`src/sv/bsp_pkg.sv`:
```
// shared types, widths and constants of the billboard sprite projection core
package bsp_pkg;

    localparam int CORDIC_STEPS = 16;
    localparam int CW           = 28;   // cordic x/y width
    localparam int ZW           = 26;   // cordic angle width
    localparam int QB           = 25;   // quotient bits
    localparam int DQ_W         = 25;   // positive depth magnitude bits
    localparam int DW           = 36;   // divisor width

    localparam logic [23:0] HALF24 = 24'd8388608;
    localparam logic signed [ZW-1:0] ANG_HALF_Z    = ZW'(8388608);
    localparam logic signed [ZW-1:0] ANG_QUARTER_Z = ZW'(4194304);
    localparam logic signed [16:0] INV_GAIN = 17'sd39797;

    localparam logic [11:0] RST_HSW = 12'd800;
    localparam logic [11:0] RST_HSH = 12'd450;
    localparam logic [15:0] RST_SD  = 16'd22170;
    localparam logic [11:0] RST_HRC = 12'd400;
    localparam logic [15:0] RST_RPT = 16'd4800;
    localparam logic [15:0] RST_PPR = 16'd512;

    typedef enum logic [2:0] {
        CFG_HSW = 3'd0,
        CFG_HSH = 3'd1,
        CFG_SD  = 3'd2,
        CFG_HRC = 3'd3,
        CFG_RPT = 3'd4,
        CFG_PPR = 3'd5
    } t_cfg_idx;

    typedef struct packed {
        logic               vis;
        logic [15:0]        head;
        logic [10:0]        tw;
        logic [10:0]        th;
        logic [15:0]        ts;
        logic signed [15:0] shift;
        logic [7:0]         tag;
        logic signed [24:0] d;
        logic signed [44:0] dq_mul;
        logic [31:0]        sdts;
        logic signed [28:0] dq18;
        logic signed [41:0] drpt;
        logic [52:0]        nw;
        logic signed [42:0] acc;
        logic [DW-1:0]      den;
        logic signed [38:0] hi_p;
        logic [36:0]        lo_p;
        logic signed [35:0] hx8;
    } t_side;

    typedef struct packed {
        logic signed [CW-1:0] vx;
        logic signed [CW-1:0] vy;
        logic signed [ZW-1:0] vz;
        logic signed [CW-1:0] rx;
        logic signed [CW-1:0] ry;
        logic signed [ZW-1:0] rz;
        t_side                side;
    } t_cordic;

    typedef struct packed {
        logic [DW-1:0] ph;
        logic [DW-1:0] pw;
        logic [QB-1:0] nh;
        logic [QB-1:0] nl;
        logic [QB-1:0] qh;
        logic [QB-1:0] qw;
        logic          ovf;
        t_side         side;
    } t_div;

    // arctangent of 2^-i in 2^24 units per turn
    function automatic logic signed [ZW-1:0] atan_turn(input logic [4:0] i);
        logic [21:0] a;
        case (i)
            5'd0:  a = 22'd2097152;
            5'd1:  a = 22'd1238021;
            5'd2:  a = 22'd654136;
            5'd3:  a = 22'd332050;
            5'd4:  a = 22'd166669;
            5'd5:  a = 22'd83416;
            5'd6:  a = 22'd41718;
            5'd7:  a = 22'd20860;
            5'd8:  a = 22'd10430;
            5'd9:  a = 22'd5215;
            5'd10: a = 22'd2608;
            5'd11: a = 22'd1304;
            5'd12: a = 22'd652;
            5'd13: a = 22'd326;
            5'd14: a = 22'd163;
            5'd15: a = 22'd81;
            5'd16: a = 22'd41;
            5'd17: a = 22'd20;
            5'd18: a = 22'd10;
            5'd19: a = 22'd5;
            5'd20: a = 22'd3;
            5'd21: a = 22'd1;
            5'd22: a = 22'd1;
            default: a = 22'd0;
        endcase
        return $signed({{(ZW-22){1'b0}}, a});
    endfunction

    function automatic logic [13:0] sat_s14(input logic signed [28:0] v);
        if (v < -29'sd8192) begin
            return 14'h2000;
        end else if (v > 29'sd8191) begin
            return 14'h1FFF;
        end else begin
            return v[13:0];
        end
    endfunction

endpackage

```
`src/sv/bsp_div_cell.sv`:
```
// one restoring division step cell, height and width quotients side by side
module bsp_div_cell import bsp_pkg::*; (
    input  logic i_clk,
    input  logic i_rst_n,
    input  logic i_en,
    input  logic i_valid,
    input  t_div i_cell,
    output logic o_valid,
    output t_div o_cell
);
    logic          r_valid;
    t_div          r_cell;
    t_div          n_cell;
    logic [DW-1:0] den_h;
    logic [DW:0]   th_t, tw_t, dh, dw;
    logic          ge_h, ge_w;

    always_comb begin
        den_h  = {{(DW-DQ_W){1'b0}}, i_cell.side.dq18[DQ_W-1:0]};
        th_t   = {i_cell.ph, i_cell.nh[QB-1]};
        tw_t   = {i_cell.pw, i_cell.nl[QB-1]};
        dh     = th_t - {1'b0, den_h};
        dw     = tw_t - {1'b0, i_cell.side.den};
        ge_h   = th_t >= {1'b0, den_h};
        ge_w   = tw_t >= {1'b0, i_cell.side.den};
        n_cell = i_cell;
        n_cell.ph = ge_h ? dh[DW-1:0] : th_t[DW-1:0];
        n_cell.pw = ge_w ? dw[DW-1:0] : tw_t[DW-1:0];
        n_cell.nh = {i_cell.nh[QB-2:0], 1'b0};
        n_cell.nl = {i_cell.nl[QB-2:0], 1'b0};
        n_cell.qh = {i_cell.qh[QB-2:0], ge_h};
        n_cell.qw = {i_cell.qw[QB-2:0], ge_w};
    end

    always_ff @(posedge i_clk) begin
        if (!i_rst_n) begin
            r_valid <= 1'b0;
        end else if (i_en) begin
            r_valid <= i_valid;
        end
    end

    always_ff @(posedge i_clk) begin
        if (i_en) begin
            r_cell <= n_cell;
        end
    end

    assign o_valid = r_valid;
    assign o_cell  = r_cell;
endmodule
```
`config.mk`:
```
export PLATFORM = sky130hd
export DESIGN_NAME = bsp_div_cell
export DESIGN_NICKNAME = d
export VERILOG_FILES = /design/src/sv/bsp_pkg.sv /design/src/sv/bsp_div_cell.sv
export SDC_FILE = /design/constraint.sdc
export NUM_CORES = 1
export LEC_CHECK = 0
export BUFFER_PORTS_ARGS = -buffer_cell sky130_fd_sc_hd__buf_2
export CORE_AREA = 2 2 520 522
export CTS_CLUSTER_SIZE = 28
export DETAILED_ROUTE_END_ITERATION = 16
export DIE_AREA = 0 0 522 524
export SETUP_SLACK_MARGIN = 0.15
export SYNTH_ARGS = -nofsm -noshare
export SYNTH_HDL_FRONTEND = slang
export SYNTH_SLANG_ARGS = --single-unit
```
`constraint.sdc`:
```
create_clock -name i_clk -period 3.9 [get_ports i_clk]
set_input_delay 0.585 -clock i_clk [delete_from_list [all_inputs] [get_ports i_clk]]
set_output_delay 0.585 -clock i_clk [all_outputs]
set_load 0.02 [all_outputs]
```
==> results.toml, run 1 <==
[routing]
drt-pass1-iter-count = 5
viasPerCell = 3.113
wire_per_inst_um = 32.34
drc = 0
wl_mm = 227.4
postRouteAntennaNets = 0
drtIter0Drc = 1490
via_count = 21890

[timing]
finalClockSkew_ns = 0
fmax_ghz = 0.2788
setup-violations-final = 0
tightest_slew_ns = 0.9462
period_share_pct = 91.99
rsz0062_at_grt = "true"
final_hold_viol_count = 0
fin_crit_ns = 3.587
slew_headroom_pct = 36.76
tns_ns = 0
drv_slew = 0

[global_routing]
grt.total_usage_pct = 15.88
grt_pass1_wl_mm = 269.8
grt.overflow.total = 0
grt_max_degree = 82
first_global_vias = 22110
antenna_found_initial = 214

[synth]
synth_warnings = 0
synth-xor-area-share_pct = 2.341
synth_seq_cells = 668
synthArstFlopShare_pct = 0
synthSimpleGateAreaFrac_pct = 3.859
ys_seq_area_share_pct = 82.45
synth_edf_count = 667
synth_top_family_by_area = "compound AO/OA/AOI/OAI gates"
synth_area_mm2 = 0.02432
ys_types = 64
synth.most_common_cell = "edfxtp_1"
synth_compound_area_share_pct = 5.418
synth_top_cell_by_area = "edfxtp_1"
synthMuxAreaShare_pct = 0.8748
synthCells = 1317
synthAdderAreaFrac_pct = 3.303
synth_top_area_share_pct = 82.37
synth_flop_cell = "edfxtp_1"
syn_area_per_cell_um2 = 18.46
synth_common_cells = "667 x edfxtp_1, 75 x inv_1, 74 x a21oi_1, 61 x ha_1, 57 x nand2_1"
yosys-top-cells-area = "edfxtp_1 82%, ha_1 3.1%, xnor2_1 1.6%, a21oi_1 1.5%, inv_1 1.2%"

[power_and_ir_drop]
power-per-cell-area_mw_per_mm2 = 500.1
power_frac_seq_pct = 39.3
internal_power_mw = 15.81
power_switching_mw = 6.794
ir_drop_mv = 0.3169
pwr-share-comb_pct = 18.4
clkPwrFrac_pct = 42.2
swShare_pct = 30.05
p_leak_nw = 18.23

[run_status]
status = "completed"

[floorplan]
fp.dieW_um = 522
fp.dieH_um = 524
start_util_pct = 9.092
top_level_ports = 1343
dieArea_mm2 = 0.2735
coreArea_mm2 = 0.2674
rows = 190

[placement]
port_buffers = 1338
dpl_cell_area_mm2 = 0.03586
globalplace.congestion = 1.116
hpwl_mm = 198.7
place_inst = 6238

[setup_path]
start_kind = "primary input"
critPathSlowestCell = "dlygate4sd3_1"
worst-path-max-fanout = 29
required_ns = 4.42
path_buf_inv = 4
cp-end-kind = "flip-flop"
slowest_delay_ns = 0.66
criticalPathCategory = "in2reg"
crit_top_cell = "a21o_1"
cp_cell_sequence = "dlygate4sd3_1, buf_2, inv_1, ha_1, a21o_1, a21o_1, a21oi_2, nor2_1, a211oi_2, a31oi_1, a2111oi_2, and2_1, buf_4, mux2_2"
arrival_ns = 4.11
path_delay_family = "compound AO/OA/AOI/OAI gates"

[cts]
cts_max_path_buffers = 4
clock_latency_ns = 0.77
cts_sinks = 668
cts_max_level = 3
path_clk_slew_ns = 0.07
tritoncts = "done"
cts-root-buf = "clkbuf_16"
cts_buffers = 95

[run]
drv_cap = 0

[finish]
drive_gt1_share_pct = 45.44
stdcell_count = 7033
final_area_mm2 = 0.04521
fin_nets = 4107
areaGrowthSynthToFinish_pct = 85.92

[min_path]
hold_path_class = "in2reg"
==> through the flow <==
stage          power, mW  hold slack [ns]  setup WS [ns]  utilization, %
6_report           22.61          0.07795         0.3126           16.90
5_1_grt            23.47          0.06638         0.1304           16.89
4_1_cts            23.03         0.003581         0.1677           16.86
3_5_place_dp       12.60           0.5104        0.02369           13.41
3_3_place_gp       12.62           0.4979       -0.02485           13.41
2_1_floorplan      10.31           0.5893         0.7029               -
==> routing by layer <==
metal,share of wire (%),up-vias,GRT usage (%)
met5,0.24,-,1.213
met4,3.2,14,3.948
met3,14,470,9.692
met2,43,1589,24.19
met1,40,10610,18.61
li1,-,9209,-
==> placed cells by master, fill, tap and decap left out, types with 5 or more instances in the layout <==
cell,Yosys,routed
o21ai_0,50,50
o21a_1,6,6
buf_4,5,38
diode_2,0,35
inv_1,75,75
o21bai_1,5,5
clkbuf_1,4,8
a21o_1,30,30
clkinv_2,0,14
buf_12,0,12
nand2_1,57,57
a31oi_1,6,6
xnor2_1,44,44
nor2b_1,10,10
mux2_2,5,5
and3_1,9,9
ha_1,61,60
xor2_1,21,21
nand2b_1,12,12
nand4_1,8,8
bufinv_16,0,18
clkinvlp_4,0,9
clkinv_1,0,7
dlygate4sd3_1,0,586
nor2_1,53,53
a21oi_1,74,74
edfxtp_1,667,667
mux2_1,13,13
inv_6,0,8
nand3_1,18,18
buf_2,2,1337
clkbuf_16,0,96
nor3_1,8,7
==> sequential cells by signal (all words and copies together), names as in the netlist <==
register / cells
o_cell: 667
o_valid: 1
==> worst min-delay path: cells and delay by family <==
kind                   cells  cell delay (ns)
and+or+nand+nor            1             0.09
buffers and inverters      1             0.08
muxes                      1             0.06
==> kinds of logic after synthesis <==
kind of cell / Yosys count
flip-flops: 668
AO/OA/AOI/OAI: 211
AND/OR/NAND/NOR: 196
buffers and inverters: 94
XOR/XNOR: 65
adder cells (fa/ha/maj): 63
multiplexers: 19
other: 1
==> layout make-up <==
class / count / area [um2]
Clock buffer: 108 / 2487
Antenna cell: 35 / 87.58
Tap cell: 3552 / 4444
Multi-Input combinational cell: 556 / 3879
Clock inverter: 64 / 868.3
Inverter: 75 / 281.5
Timing Repair Buffer: 1975 / 13110
Fill cell: 29530 / 222200
Sequential cell: 668 / 20050
==> what timing repair did <==
action,4_1_cts,5_1_grt
resized for setup,0,6
hold endpoints to repair,587,0
endpoints found under the setup margin,0,41
hold buffers,587,0
buffers inserted,0,1
==> power groups by stage <==
stage / clock network [mW] / logic [mW] / registers (mW)
global placement: 0 / 3.58 / 9.03
detailed placement: 0 / 3.58 / 9.02
finish: 9.55 / 4.17 / 8.89
global route: 10.1 / 4.43 / 8.95
floorplan: 0 / 0.559 / 9.75
CTS: 9.89 / 4.24 / 8.90
==> path summary, 6_finish.rpt <==
kind,startpoint,end,slack [ns],cells after the start
min reg2reg,o_valid$_SDFFE_PN0P_,o_valid$_SDFFE_PN0P_,0.52,2
min,i_valid,o_valid$_SDFFE_PN0P_,0.08,3
max,i_cell[299],o_cell[637]$_DFFE_PP_,0.31,14
max reg2reg,o_valid$_SDFFE_PN0P_,o_valid$_SDFFE_PN0P_,3.31,2
No activity file was read; power rests on OpenSTA's default activity.
==> run 2, diff against run 1 <==
Settings changed: BUFFER_PORTS_ARGS -buffer_cell sky130_fd_sc_hd__buf_2 to default, CORE_AREA 2 2 520 522 to 2 2 525 527, DIE_AREA 0 0 522 524 to 0 0 527 529, DONT_BUFFER_PORTS from default to 1.
==> run 2 against run 1 <==
Combinational power is 60% lower. Setup slack gained 0.48 ns. Sequential share of layout area is 7.5 points higher. Via count shrank 21%. Global-route usage rose by 0.34 points. Clock skew unchanged. First-iteration DRC count down 5.8%. Worst hold slack better by 0.0092 ns. Critical path type unchanged. Largest cell class unchanged. Largest power group is now sequential cells.
==> results.toml, run 2 (synthesized netlist as in run 1, its figures left out) <==
[run_status]
status = "completed"

[cts]
path_clk_slew_ns = 0.06
cts_max_level = 3
cts_sinks = 668
cts_max_path_buffers = 4
cts_resized = 0
tritoncts = "done"
clock_latency_ns = 0.76
cts_buffers = 98
cts-root-buf = "clkbuf_16"

[finish]
areaGrowthSynthToFinish_pct = 59.04
final_cell_mix = "667 x edfxtp_1, 647 x dlygate4sd3_1, 98 x clkbuf_16"
largest_register_ffs = 667
fin_nets = 2804
drive_gt1_share_pct = 9.290
layout_commonest_cell = "edfxtp_1"
final_area_mm2 = 0.03867

[min_path]
worstHoldEndpoint = "o_cell[597]$_DFFE_PP_"
whs_path_depth = 2
min-delay-start = "i_cell[571]"
hold_path_class = "in2reg"

[floorplan]
fp.dieW_um = 527
dieArea_mm2 = 0.2788
start_util_pct = 8.910
coreArea_mm2 = 0.2729
fp.dieH_um = 529
rows = 192
top_level_ports = 1343

[routing]
drtIter0Drc = 1404
wl_mm = 235.8
via_count = 17220
drc = 0
drt-pass1-iter-count = 5
wire_per_inst_um = 40.83
postRouteAntennaNets = 0
viasPerCell = 2.982

[global_routing]
first_global_vias = 16720
grt_pass1_wl_mm = 270.8
grt_max_degree = 183
grt.overflow.total = 0
antenna_found_initial = 250
grt.total_usage_pct = 16.23

[timing]
drv_slew = 0
final_hold_viol_count = 0
setup-violations-final = 0
rsz0062_at_grt = "false"
period_share_pct = 79.77
finalClockSkew_ns = 0
tightest_slew_ns = 1.300
slew_headroom_pct = 11.10
tns_ns = 0
fin_crit_ns = 3.111
fmax_ghz = 0.3214

[setup_path]
start_kind = "primary input"
worst-path-max-fanout = 30
cp_cell_sequence = "inv_1, ha_1, a21o_1, a21o_1, a21oi_1, o21ai_0, a2111oi_0, o21ai_4, buf_12, mux2_1"
required_ns = 4.41
criticalPathCategory = "in2reg"
r2r_cells = 3
crit_top_cell = "a21o_1"
arrival_ns = 3.62
slowest_delay_ns = 1.14
cp-end-kind = "flip-flop"
critPathSlowestCell = "a2111oi_0"
worstReg2RegEnd = "o_valid$_SDFFE_PN0P_"
ff2ff_setup_slack_ns = 2.57
timing.rr.start = "o_valid$_SDFFE_PN0P_"

[placement]
dpl_cell_area_mm2 = 0.02895
port_buffers = 0
hpwl_mm = 194.9
globalplace.congestion = 1.086

[run]
drv_cap = 0

[power_and_ir_drop]
power-per-cell-area_mw_per_mm2 = 552.2
ir_drop_mv = 0.2859
p_leak_nw = 12.94
==> run 2: changes by cell type in the layout (fill, tap and decap cells not counted), moves of 3 or more <==
cell,delta
inv_6,+3
clkinv_4,+9
buf_16,+4
buf_4,-22
diode_2,+8
dlygate4sd3_1,+61
buf_12,-10
clkbuf_8,-4
buf_2,-1337
bufinv_16,-11
clkinvlp_4,+3
==> run 2: cell type report <==
cell class | instances | area (um2)
Multi-Input combinational cell | 556 | 3856
Timing Repair Buffer | 669 | 6746
Antenna cell | 43 | 107.6
Clock inverter | 68 | 658.1
Clock buffer | 106 | 2482
Sequential cell | 668 | 20050
Inverter | 75 | 281.5
Tap cell | 3589 | 4491
Fill cell | 30280 | 234200
==> run 2: how the worst max path moves through the flow <==
stage / end / slack [ns] / cells after the start / start
after floorplan: o_cell[637]$_DFFE_PP_ / 0.70 / 12 / i_cell[300]
final: o_cell[604]$_DFFE_PP_ / 0.79 / 10 / i_cell[142]
after detailed placement: o_cell[603]$_DFFE_PP_ / 0.009 / 10 / i_cell[142]
after global placement: o_cell[605]$_DFFE_PP_ / 0.08 / 10 / i_cell[142]
after CTS: o_cell[604]$_DFFE_PP_ / 0.87 / 10 / i_cell[142]
after global routing: o_cell[603]$_DFFE_PP_ / 0.71 / 10 / i_cell[142]
==> run 2: timing repair <==
action / in CTS / in global routing
endpoints found under the hold margin: 647 / 0
hold buffers: 647 / 0
setup buffers: 0 / 0
==> run 2: layer usage <==
layer	global-route usage, %	share of wire [%]	vias up
met3	11.78	17	415
met4	3.522	2.8	28
met1	18.18	38	8470
li1	-	-	6624
met2	24.58	43	1680
met5	0.4848	0.17	-
==> run 2: stage by stage <==
| stage | hold WS, ns | total power, mW | worst slack, ns | util [%] | cells |
|---|---|---|---|---|---|
| finish | 0.08715 | 21.35 | 0.7889 | 14.17 | 5774 |
| global route | 0.05684 | 22.19 | 0.7131 | 14.15 | 5754 |
| CTS | 0.002268 | 21.88 | 0.8683 | 14.13 | 5731 |
| detailed placement | 0.6426 | 11.73 | 0.009156 | 10.61 | 4910 |
| global placement | 0.6404 | 11.77 | 0.08057 | 10.61 | 4910 |
| floorplan | 0.5893 | 10.31 | 0.7029 | - | 1318 |
==> run 2: worst max-delay path: cells and delay by family <==
family	cells	cell delay, ns
AOI/OAI and AO/OA	6	2.03
muxes	1	0.32
buffers and inverters	2	0.28
adders and majority gates	1	0.38
==> run 2: where the power goes <==
part	switching, mW	total, mW	internal, mW
sequential	1.95	10.6	8.70
combinational	0.893	1.67	0.772
clock	3.92	9.04	5.12
total	6.77	21.4	14.6
==> run 3, diff against run 2 <==
Settings changed: ABC_AREA from default to 1, CORE_AREA 2 2 525 527 to 2 2 530 532, DIE_AREA 0 0 527 529 to 0 0 532 534.
Clock period 3.9 ns to 2.9 ns, I/O delays scaled along.
==> run 3 against run 2 <==
The flow now finishes with violations (negative hold slack, max-slew violations). Design area rose by 5.8%. Global-route usage fell by 2.6 points. Setup slack got worse by 0.42 ns. Register-to-register slack lost 1.2 ns. Synthesized area grew 8.3%. Synthesized cell count increased by 49%. Combinational power is 40% higher. Clock skew is the same. Die area grew 1.9%. Critical path type unchanged. Largest power group unchanged.
==> results.toml, run 3 <==
[routing]
drtIter0Drc = 1036
drc = 0
wire_per_inst_um = 30.69
via_count = 19330
drt-pass1-iter-count = 5
postRouteAntennaNets = 0
wl_mm = 201.6
viasPerCell = 2.944

[global_routing]
antenna_found_initial = 158
grt.overflow.total = 0
first_global_vias = 19550
grt_max_degree = 670
grt_pass1_wl_mm = 243.1
grt.total_usage_pct = 13.62

[synth]
synth_flop_cell = "edfxtp_1"
synth_top_cell_by_area = "edfxtp_1"
synthCells = 1956
synth_top_area_share_pct = 76.08
ys_types = 41
synth_area_mm2 = 0.02633
synth.most_common_cell = "edfxtp_1"
synth_seq_cells = 668
ys_seq_area_share_pct = 76.15
synth_edf_count = 667
syn_area_per_cell_um2 = 13.46
synth_warnings = 0
synthArstFlopShare_pct = 0
yosys-top-cells-area = "edfxtp_1 76%, nand2_1 6.9%, inv_1 3.6%, ha_1 2.9%, nand3_1 2.1%"
synth_common_cells = "667 x edfxtp_1, 487 x nand2_1, 253 x inv_1, 119 x nor2_1, 113 x nand3_1"

[floorplan]
top_level_ports = 1343
start_util_pct = 9.456
fp.dieH_um = 534
rows = 194
dieArea_mm2 = 0.2841
coreArea_mm2 = 0.2784
fp.dieW_um = 532

[setup_path]
cp_cell_sequence = "dlygate4sd3_1, inv_1, ha_1, fa_1, inv_1, nand3_1, nand3_1, nand2_1, nand2_1, nand2_1, nand2_1, nand2_1, nand2_1, nand2_1, nand3_1, nand2_1"
criticalPathCategory = "in2reg"
slowest_delay_ns = 0.62
path_depth = 16
path_buf_inv = 3
required_ns = 3.47
crit_top_cell = "nand2_1"
r2r_cells = 3
arrival_ns = 3.10
worst-path-max-fanout = 4
start_kind = "primary input"
critPathSlowestCell = "dlygate4sd3_1"
cp-end-kind = "flip-flop"
path_delay_family = "simple AND/OR/NAND/NOR gates"

[timing]
tns_ns = 0
fin_crit_ns = 2.528
slew_headroom_pct = -33.22
finalClockSkew_ns = 0
tightest_slew_ns = 1.998
final_hold_viol_count = 91
fmax_ghz = 0.3956
period_share_pct = 87.16
setup-violations-final = 0
drv_slew = 267
rsz0062_at_grt = "false"
timing.hold.ws_ns = -0.2442

[power_and_ir_drop]
power_switching_mw = 8.552
swShare_pct = 30.31
power_frac_seq_pct = 49.2
p_leak_nw = 14.78
internal_power_mw = 19.66
finalPower_mw = 28.22
ir_drop_mv = 0.4156
clkPwrFrac_pct = 42.5
power-per-cell-area_mw_per_mm2 = 689.3
pwr-share-comb_pct = 8.3

[finish]
fin_nets = 3454
final_cell_mix = "667 x dlygate4sd3_1, 667 x edfxtp_1, 487 x nand2_1"
drive_gt1_share_pct = 8.175
nFillCells = 31210
largest_register_ffs = 667
stdcell_count = 6568
areaGrowthSynthToFinish_pct = 55.47

[placement]
hpwl_mm = 162.4
port_buffers = 0
place_inst = 5679
globalplace.congestion = 0.8168

[cts]
postCtsSetupBuffers = 0
cts_max_level = 3
cts_resized = 0
path_clk_slew_ns = 0.06
clock_latency_ns = 0.78
cts_max_path_buffers = 4
cts_sinks = 668
cts_buffers = 94
tritoncts = "done"
cts_hold_buf = 667
cts-root-buf = "clkbuf_16"

[run]
drv_cap = 0

[run_status]
status = "finished with violations"
violations = "negative hold slack, max-slew violations"

[min_path]
whs_path_depth = 0
hold_path_class = "in2reg"
-- run 3: per-stage QoR --
stage,instance area [um2],setup slack [ns],util (%)
finish,40930,0.3724,14.70
global route,40890,0.1850,14.69
CTS,40800,0.3359,14.65
detailed placement,31010,0.03944,11.14
global placement,31010,0.02907,11.14
floorplan,26330,0.7458,-
-- run 3: logic make-up after synthesis --
group,synth area share (%)
AND/OR/NAND/NOR,13.07
AO/OA/AOI/OAI,2.253
XOR/XNOR,1.198
flip-flops,76.15
buffers and inverters,4.263
adder cells (fa/ha/maj),3.051
other,0.01424
-- run 3: layer usage --
layer	part of all wire [%]	global-route usage, %	vias to the layer above
met5	0.12	0	-
li1	-	-	8306
met2	53	25.82	1308
met3	11	6.689	415
met4	2.8	3.058	36
met1	33	13.05	9269
-- run 3: layout make-up --
class / instances / area [um2] / area share, %
antenna: 55 / 137.6 / 0.3362
timing repair buffer: 683 / 6847 / 16.73
clock inverter: 69 / 694.4 / 1.696
sequential: 668 / 20050 / 48.98
multi-input combinational: 1011 / 5160 / 12.61
inverter: 260 / 975.9 / 2.384
tap: 3724 / 4659 / 11.38
clock buffer: 98 / 2410 / 5.887
-- run 3: power by group through the flow --
stage               Clock (mW)  Combinational (mW)  Sequential (mW)
floorplan                    0               0.968             13.1
global placement             0                1.39             14.2
detailed placement           0                1.39             14.2
CTS                       12.5                2.39             14.0
global route              12.8                2.57             14.0
finish                    12.0                2.33             13.9
-- run 3: worst paths after layout --
kind | startpoint | endpoint | slack, ns
worst min-delay path | i_en | o_cell[109]$_DFFE_PP_ | -0.24
worst min register to register | o_valid$_SDFFE_PN0P_ | o_valid$_SDFFE_PN0P_ | 1.37
worst max register to register | o_valid$_SDFFE_PN0P_ | o_valid$_SDFFE_PN0P_ | 1.34
worst max-delay path | i_cell[596] | o_cell[655]$_DFFE_PP_ | 0.37
-- run 3: worst register-to-register path, cell delays in order (launching register included) --
cell and delay (ns):
dfxtp_1 0.63, o21ai_0 0.18, a21oi_1 0.13, dlygate4sd3_1 0.56
